### config.mk
export PLATFORM = sky130hd
export DESIGN_NAME = derivative_peak_finder_top
export DESIGN_NICKNAME = d
export VERILOG_FILES = /design/src/design/dpf_pkg.sv /design/src/design/dpf_in_reg.sv /design/src/design/dpf_core.sv /design/src/design/dpf_out_reg.sv /design/src/design/derivative_peak_finder_top.sv
export SDC_FILE = /design/constraint.sdc
export NUM_CORES = 1
export LEC_CHECK = 0
export ABC_AREA = 1
export ABC_CLOCK_PERIOD_IN_PS = 4500
export BUFFER_PORTS_ARGS = -buffer_cell sky130_fd_sc_hd__buf_2
export CORE_MARGIN = 2
export CORE_UTILIZATION = 45
export CTS_CLUSTER_SIZE = 8
export DETAILED_ROUTE_END_ITERATION = 8
export PLACE_DENSITY = 0.7
export SYNTH_ARGS = -nofsm -noshare
export SYNTH_HDL_FRONTEND = slang
export SYNTH_SLANG_ARGS = --single-unit
### constraint.sdc
create_clock -name i_clk -period 4.5 [get_ports i_clk]
set_clock_uncertainty 0.15 [all_clocks]
set_input_delay 1.125 -clock i_clk [delete_from_list [all_inputs] [get_ports i_clk]]
set_output_delay 1.125 -clock i_clk [all_outputs]
set_load 0.01 [all_outputs]
### src/design/dpf_pkg.sv
// ----------------------------------------------------------------------------
// dpf_pkg
// Shared widths, register codes and item types for the derivative peak finder.
// ----------------------------------------------------------------------------
package dpf_pkg;

    localparam int SAMPLE_BITS = 16;
    localparam int INDEX_BITS  = 20;
    localparam int THR_BITS    = 16;

    // compare width: holds -(-2^(S-1)) and -thr without overflow
    localparam int CMP_BITS = ((SAMPLE_BITS > THR_BITS) ? SAMPLE_BITS : THR_BITS) + 2;

    localparam int IN_TDATA_BITS  = ((2 * SAMPLE_BITS + 7) / 8) * 8;
    localparam int OUT_TDATA_BITS = ((INDEX_BITS + 7) / 8) * 8;

    localparam int CFG_IDX_BITS = 2;

    localparam logic [CFG_IDX_BITS-1:0] REG_START_THR   = CFG_IDX_BITS'(0);
    localparam logic [CFG_IDX_BITS-1:0] REG_REBOUND_THR = CFG_IDX_BITS'(1);

    localparam logic [THR_BITS-1:0] START_THR_RESET   = THR_BITS'(1000);
    localparam logic [THR_BITS-1:0] REBOUND_THR_RESET = THR_BITS'(1500);

    typedef struct packed {
        logic                          last;
        logic                          invalid;
        logic signed [SAMPLE_BITS-1:0] level;
        logic signed [SAMPLE_BITS-1:0] slope;
    } t_sample;

    typedef struct packed {
        logic                  unterminated;
        logic [INDEX_BITS-1:0] peak_index;
    } t_result;

endpackage

### src/design/dpf_in_reg.sv
// ----------------------------------------------------------------------------
// dpf_in_reg
// Input register stage: captures one sample per transfer.
// ----------------------------------------------------------------------------
module dpf_in_reg (
    input  logic             i_clk,
    input  logic             i_rst_n,
    input  logic             i_valid,
    output logic             o_ready,
    input  dpf_pkg::t_sample i_sample,
    input  logic             i_advance,   // core consumes the held sample
    output logic             o_valid,
    output dpf_pkg::t_sample o_sample
);

    logic             r_valid;
    dpf_pkg::t_sample r_sample;

    assign o_ready  = !r_valid || i_advance;
    assign o_valid  = r_valid;
    assign o_sample = r_sample;

    always_ff @(posedge i_clk) begin
        if (!i_rst_n) begin
            r_valid <= 1'b0;
        end else if (o_ready) begin
            r_valid <= i_valid;
        end
        if (o_ready && i_valid) begin
            r_sample <= i_sample;
        end
    end

endmodule

### src/design/dpf_core.sv
// ----------------------------------------------------------------------------
// dpf_core
// Threshold registers, channel state and the open/close decision for one
// sample. Result is combinational; the output stage registers it.
// ----------------------------------------------------------------------------
module dpf_core (
    input  logic                              i_clk,
    input  logic                              i_rst_n,
    input  logic                              i_cfg_we,
    input  logic [dpf_pkg::CFG_IDX_BITS-1:0]  i_cfg_index,
    input  logic [dpf_pkg::THR_BITS-1:0]      i_cfg_data,
    input  logic                              i_fire,
    input  dpf_pkg::t_sample                  i_sample,
    output logic                              o_res_valid,
    output dpf_pkg::t_result                  o_result
);

    logic [dpf_pkg::THR_BITS-1:0]   r_start_thr;
    logic [dpf_pkg::THR_BITS-1:0]   r_rebound_thr;

    logic                           r_peak_open,  n_peak_open;
    logic                           r_pol_known,  n_pol_known;
    logic                           r_pol_neg,    n_pol_neg;
    logic                           r_thr_raised, n_thr_raised;
    logic [dpf_pkg::INDEX_BITS-1:0] r_open_index, n_open_index;
    logic [dpf_pkg::INDEX_BITS-1:0] r_count,      n_count;

    logic signed [dpf_pkg::CMP_BITS-1:0] thr_c;
    logic signed [dpf_pkg::CMP_BITS-1:0] slope_c;
    logic signed [dpf_pkg::CMP_BITS-1:0] mag_c;
    logic signed [dpf_pkg::CMP_BITS-1:0] pol_slope_c;
    logic                                pol_neg_eff;
    logic                                lvl_ok;
    logic                                slp_ok;
    logic [dpf_pkg::INDEX_BITS:0]        mid_sum;

    always_comb begin
        thr_c       = dpf_pkg::CMP_BITS'(r_thr_raised ? r_rebound_thr : r_start_thr);
        slope_c     = dpf_pkg::CMP_BITS'(i_sample.slope);
        mag_c       = (slope_c < 0) ? -slope_c : slope_c;
        pol_slope_c = r_pol_neg ? -slope_c : slope_c;
        pol_neg_eff = r_pol_known ? r_pol_neg : (slope_c < 0);
        lvl_ok      = pol_neg_eff ? (i_sample.level <= 0) : (i_sample.level >= 0);
        slp_ok      = pol_neg_eff ? (slope_c <= 0) : (slope_c >= 0);
        mid_sum     = {1'b0, r_open_index} + {1'b0, r_count};

        n_peak_open  = r_peak_open;
        n_pol_known  = r_pol_known;
        n_pol_neg    = r_pol_neg;
        n_thr_raised = r_thr_raised;
        n_open_index = r_open_index;
        n_count      = r_count;
        o_res_valid  = 1'b0;
        o_result     = '0;

        if (i_fire) begin
            if (i_sample.invalid) begin
                n_thr_raised = 1'b1;
            end else if (!r_peak_open && (mag_c > thr_c)) begin
                n_pol_known = 1'b1;
                n_pol_neg   = pol_neg_eff;
                if (lvl_ok && slp_ok) begin
                    n_peak_open  = 1'b1;
                    n_open_index = r_count;
                end
            end else if (r_peak_open && (pol_slope_c < -thr_c)) begin
                n_peak_open             = 1'b0;
                o_res_valid             = 1'b1;
                o_result.peak_index     = mid_sum[dpf_pkg::INDEX_BITS:1];
                o_result.unterminated   = 1'b0;
            end

            n_count = r_count + dpf_pkg::INDEX_BITS'(1);

            // end of record: report a still-open peak, then clear channel state
            if (i_sample.last) begin
                if (n_peak_open) begin
                    o_res_valid           = 1'b1;
                    o_result.peak_index   = n_open_index;
                    o_result.unterminated = 1'b1;
                end
                n_peak_open  = 1'b0;
                n_pol_known  = 1'b0;
                n_pol_neg    = 1'b0;
                n_thr_raised = 1'b0;
                n_open_index = '0;
                n_count      = '0;
            end
        end
    end

    always_ff @(posedge i_clk) begin
        if (!i_rst_n) begin
            r_start_thr   <= dpf_pkg::START_THR_RESET;
            r_rebound_thr <= dpf_pkg::REBOUND_THR_RESET;
            r_peak_open   <= 1'b0;
            r_pol_known   <= 1'b0;
            r_pol_neg     <= 1'b0;
            r_thr_raised  <= 1'b0;
            r_open_index  <= '0;
            r_count       <= '0;
        end else begin
            if (i_cfg_we) begin
                case (i_cfg_index)
                    dpf_pkg::REG_START_THR:   r_start_thr   <= i_cfg_data;
                    dpf_pkg::REG_REBOUND_THR: r_rebound_thr <= i_cfg_data;
                    default: ;
                endcase
            end
            r_peak_open  <= n_peak_open;
            r_pol_known  <= n_pol_known;
            r_pol_neg    <= n_pol_neg;
            r_thr_raised <= n_thr_raised;
            r_open_index <= n_open_index;
            r_count      <= n_count;
        end
    end

endmodule

### src/design/dpf_out_reg.sv
// ----------------------------------------------------------------------------
// dpf_out_reg
// Result register: holds one result until the downstream transfer.
// ----------------------------------------------------------------------------
module dpf_out_reg (
    input  logic             i_clk,
    input  logic             i_rst_n,
    input  logic             i_load,
    input  dpf_pkg::t_result i_result,
    input  logic             i_ready,
    output logic             o_free,     // register can take a result this cycle
    output logic             o_valid,
    output dpf_pkg::t_result o_result
);

    logic             r_valid;
    dpf_pkg::t_result r_result;

    assign o_free   = !r_valid || i_ready;
    assign o_valid  = r_valid;
    assign o_result = r_result;

    always_ff @(posedge i_clk) begin
        if (!i_rst_n) begin
            r_valid <= 1'b0;
        end else if (i_load) begin
            r_valid <= 1'b1;
        end else if (i_ready) begin
            r_valid <= 1'b0;
        end
        if (i_load) begin
            r_result <= i_result;
        end
    end

endmodule

### src/design/derivative_peak_finder_top.sv
// ----------------------------------------------------------------------------
// derivative_peak_finder_top
// Threshold-based peak finder over a smoothed derivative stream, one channel.
//
//   channel  dir  handshake          payload
//   s_axis   in   tvalid/tready      tdata: slope, level; tuser: invalid; tlast
//   m_axis   out  tvalid/tready      tdata: peak_index; tuser: unterminated
//   cfg      in   i_cfg_we           i_cfg_index, i_cfg_data (no read-back)
//
// One sample per clock sustained while m_axis is not stalled. Path: input
// register, then the decision logic into the result register. Synchronous
// active-low reset clears the state and loads the default thresholds. A
// stalled result register holds the input stage, which in turn drops
// s_axis_tready.
// ----------------------------------------------------------------------------
module derivative_peak_finder_top (
    input  logic                                i_clk,
    input  logic                                i_rst_n,
    input  logic                                s_axis_tvalid,
    output logic                                s_axis_tready,
    input  logic [dpf_pkg::IN_TDATA_BITS-1:0]   s_axis_tdata,  // slope, level
    input  logic                                s_axis_tuser,  // invalid
    input  logic                                s_axis_tlast,
    output logic                                m_axis_tvalid,
    input  logic                                m_axis_tready,
    output logic [dpf_pkg::OUT_TDATA_BITS-1:0]  m_axis_tdata,  // peak_index, zero pad
    output logic                                m_axis_tuser,  // unterminated
    input  logic                                i_cfg_we,
    input  logic [dpf_pkg::CFG_IDX_BITS-1:0]    i_cfg_index,
    input  logic [dpf_pkg::THR_BITS-1:0]        i_cfg_data
);

    dpf_pkg::t_sample in_sample;
    dpf_pkg::t_sample held_sample;
    dpf_pkg::t_result core_result;
    dpf_pkg::t_result out_result;
    logic             held_valid;
    logic             out_free;
    logic             core_fire;
    logic             core_res_valid;

    always_comb begin
        in_sample.slope   = s_axis_tdata[dpf_pkg::SAMPLE_BITS-1:0];
        in_sample.level   = s_axis_tdata[2*dpf_pkg::SAMPLE_BITS-1:dpf_pkg::SAMPLE_BITS];
        in_sample.invalid = s_axis_tuser;
        in_sample.last    = s_axis_tlast;
    end

    assign core_fire = held_valid && out_free;

    dpf_in_reg u_in_reg (
        .i_clk     (i_clk),
        .i_rst_n   (i_rst_n),
        .i_valid   (s_axis_tvalid),
        .o_ready   (s_axis_tready),
        .i_sample  (in_sample),
        .i_advance (core_fire),
        .o_valid   (held_valid),
        .o_sample  (held_sample)
    );

    dpf_core u_core (
        .i_clk       (i_clk),
        .i_rst_n     (i_rst_n),
        .i_cfg_we    (i_cfg_we),
        .i_cfg_index (i_cfg_index),
        .i_cfg_data  (i_cfg_data),
        .i_fire      (core_fire),
        .i_sample    (held_sample),
        .o_res_valid (core_res_valid),
        .o_result    (core_result)
    );

    dpf_out_reg u_out_reg (
        .i_clk    (i_clk),
        .i_rst_n  (i_rst_n),
        .i_load   (core_res_valid),
        .i_result (core_result),
        .i_ready  (m_axis_tready),
        .o_free   (out_free),
        .o_valid  (m_axis_tvalid),
        .o_result (out_result)
    );

    assign m_axis_tdata = dpf_pkg::OUT_TDATA_BITS'(out_result.peak_index);
    assign m_axis_tuser = out_result.unterminated;

endmodule

==> summary.md <==
| Metric | Value |
|---|---|
| Slew @ Worst Pin | `0.930 ns` |
| GRT Total Usage | `21.7%` |
| Outcome | `completed` |
| Share of layout cells above drive strength 1 | `14.8%` |
| CTS clk-pin slew, worst paths | `0.06 ns` |
| H-tree depth | `4` |
| Critical Path RT | `4.50 ns` |
| Clk buf depth | `2` |
| Final std cells w/o fill | `1459` |
| DRT Wirelength | `21.3 mm` |
| Die H | `141 µm` |
| Syn Area/Cell | `7.41 µm²` |
| Final TNS setup | `0 ns` |
| CP endpoint kind | `register` |
| Die Width | `141 µm` |
| P&R area growth vs syn | `16.5%` |
| MaxCap Viol Count | `0` |
| Power per cell area | `323 nW/µm²` |
| Setup violations, final | `0` |
| Placed cell count | `1421` |
| Initial Utilization | `46.2%` |
| Die ar. | `19800 µm²` |
| Max VDD drop | `0.289 mV` |
| Final Critical Period | `4.18 ns` |
| Synth unique cells | `53` |
| Critical Path Fanout Max | `10` |
| DP Wirelength | `15.4 mm` |
| Initial antenna violation count | `0` |
| Ant. Diodes | `0` |
| WS Path Type | `reg -> reg` |
| Max Fclk | `0.239 GHz` |
| Period utilisation layout | `93.0%` |
| Nets | `1335` |
| CTS tree | `built` |
| Worst setup SP type | `register` |
| Routed Antenna Nets | `0` |
| Skew-Pair Late Insertion Delay | `0.44 ns` |
| Number of global-route vias before repair | `7188` |
| Hold slack | `0.303 ns` |
| Pin count of the biggest net entering global routing | `36` |
| First-pass GRT wire length | `34.5 mm` |
| First DRT Iteration DRCs | `550` |
| Pwr Total | `0.00315 W` |
| Core area | `18100 µm²` |
| First-pass DRT Iterations | `5` |
| Min-Delay Path Class | `reg -> reg` |
| Flops & latches, synth | `133` |
| Routability cong. | `0.942` |
| Clock sink total | `133` |
| Routed length per instance | `14.6 µm` |
| Fin. max-slew vios | `0` |
| Post-synthesis sequential area ratio | `38.3%` |
| Filler cells | `1727` |
| Warnings from Yosys | `0` |
| TritonCTS buffer count | `17` |
| DRC violations left | `0` |
| Vias after detailed routing | `7662` |
| Slew margin rel. | `37.9%` |
| Syn Inst Count | `1132` |
| Hold violation count in the final report | `0` |
| Rows | `49` |
| Async S/R FF share, synth | `0%` |
| Synth Flop Type | `dfxtp_1` |
| Root buf cell | `clkbuf_16` |
| IO Pins | `84` |
| PortBufs | `79` |
| Via density | `5.25` |
| GR Overflow Total | `0` |
| CP Data Arrival Time | `4.18 ns` |
| Synthesized area | `8390 µm²` |
| Post-synth EDFFs | `55` |
| Leak Pwr | `4.40 nW` |
[layout make-up]
| cell class | instances | area, µm² | area share [%] |
|---|---|---|---|
| Timing Repair Buffer | 94 | 538 | 5.51 |
| Multi-Input combinational cell | 864 | 4700 | 48.1 |
| Clock inverter | 14 | 201 | 2.06 |
| Clock buffer | 18 | 429 | 4.39 |
| Sequential cell | 133 | 3210 | 32.9 |
| Inverter | 107 | 407 | 4.16 |
| Tap cell | 229 | 287 | 2.93 |
[worst max-delay path, cell delays in order (launching register included)]
cell and delay, ns:
dfxtp_2 0.38, inv_4 0.04, or2_1 0.20, o21a_1 0.14, inv_2 0.07, ha_1 0.17, nand2_1 0.06, nor2_1 0.20
nand3_2 0.14, nor2_2 0.18, nand3_2 0.13, nor3_4 0.18, nand3_1 0.11, xor2_1 0.18, ha_1 0.29, nand2_1 0.05
nor2_2 0.11, nand2_1 0.08, nor2_1 0.11, nand2_1 0.07, nand4_1 0.12, nand4_1 0.17, nand2_1 0.10, nand3_1 0.12
inv_2 0.15, clkbuf_16 0.19
[metal layers]
metal | global-route usage (%) | vias to the layer above | routed length (µm)
met3 | 5.33 | 33 | 1430
met2 | 35.5 | 236 | 9550
met1 | 28.9 | 3476 | 9970
met5 | 0 | - | 0
li1 | - | 3917 | -
met4 | 5.79 | 0 | 371
[what timing repair did]
| action | 4_1_cts | 5_1_grt |
|---|---|---|
| hold buffers | 0 | 0 |
| gates resized for setup | 0 | 19 |
| setup endpoints to repair | 0 | 57 |
| setup buffers | 0 | 2 |
[synthesized netlist by cell type (all sizes together), types with 2 or more instances]
library cell	number	area (µm²)
or2	19	119
nand3	57	300
nand3b	4	30.0
edfxtp	55	1650
nor2	126	497
xnor2	6	52.6
dfxtp	78	1560
a22oi	2	15.0
mux2i	3	30.0
o21bai	6	45.0
a21oi	69	345
nand2	319	1210
nor3	20	138
o21ai	107	569
buf	13	103
clkbuf	21	78.8
a21o	3	22.5
xor2	23	201
a21boi	3	33.8
nand4	19	125
ha	60	751
nor4	2	18.8
inv	107	407
[stage by stage]
| step | area, µm² | utilization (%) | worst slack, ns |
|---|---|---|---|
| after floorplan | 8400 | - | 0.463 |
| after global placement | 9000 | 49.6 | 0.316 |
| after detailed placement | 9000 | 49.6 | 0.186 |
| after CTS | 9640 | 53.1 | 0.167 |
| after global routing | 9770 | 53.9 | -0.0319 |
| final | 9770 | 53.9 | 0.317 |
[placed cells by master, fill, tap and decap left out, drive strengths merged, types with 2 or more instances in the layout]
cell type  Yosys  layout
a21boi         3       3
a21o           3       3
a21oi         69      69
a22oi          2       2
buf           13      93
bufinv         0       4
clkbuf        21      19
clkinv         0       5
clkinvlp       0       2
conb           1       4
dfxtp         78      78
edfxtp        55      55
ha            60      60
inv          107     110
mux2i          3       3
nand2        319     319
nand3         57      57
nand3b         4       4
nand4         19      19
nor2         126     129
nor3          20      20
nor4           2       2
o21ai        107     107
o21bai         6       6
or2           19      19
xnor2          6       6
xor2          23      23
[cell families (layout without fill, tap and decap cells)]
kind of cell	Yosys count	after routing	share of synthesized area, %
fa+ha+maj	61	61	9.19
simple gates	568	571	29.2
other cells	1	4	0.0447
compound gates	196	196	12.8
mux	3	3	0.358
buf+inv	141	233	7.01
flops	133	133	38.3
xor+xnor	29	29	3.03
[where the power goes]
| group | internal (W) | switching, W |
|---|---|---|
| Combinational | 0.000122 | 0.000211 |
| Clock | 0.000933 | 0.000565 |
| Sequential | 0.00129 | 0.0000288 |
[final timing paths]
path	startpoint	depth (start not counted)	slack [ns]	endpoint
setup / recovery	u_core.r_thr_raised	25	0.32	u_out_reg.o_result[3]
hold / removal	u_core.r_rebound_thr[10]	2	0.30	u_core.r_rebound_thr[10]
setup reg to reg	u_core.r_thr_raised	25	0.32	u_out_reg.o_result[3]
hold reg to reg	u_core.r_rebound_thr[10]	2	0.30	u_core.r_rebound_thr[10]
[registers in the layout, indices dropped and copies added (netlist names)]
signal,count
u_core.r_start_thr,16
u_core.r_open_index,20
u_in_reg.o_valid,1
u_core.r_count,20
u_core.r_peak_open,1
u_core.r_pol_known,1
u_core.r_rebound_thr,16
u_in_reg.o_sample,34
u_core.r_pol_neg,1
u_out_reg.o_result,21
u_out_reg.o_valid,1
u_core.r_thr_raised,1
Note: power is estimated with default switching activity, not from simulation.
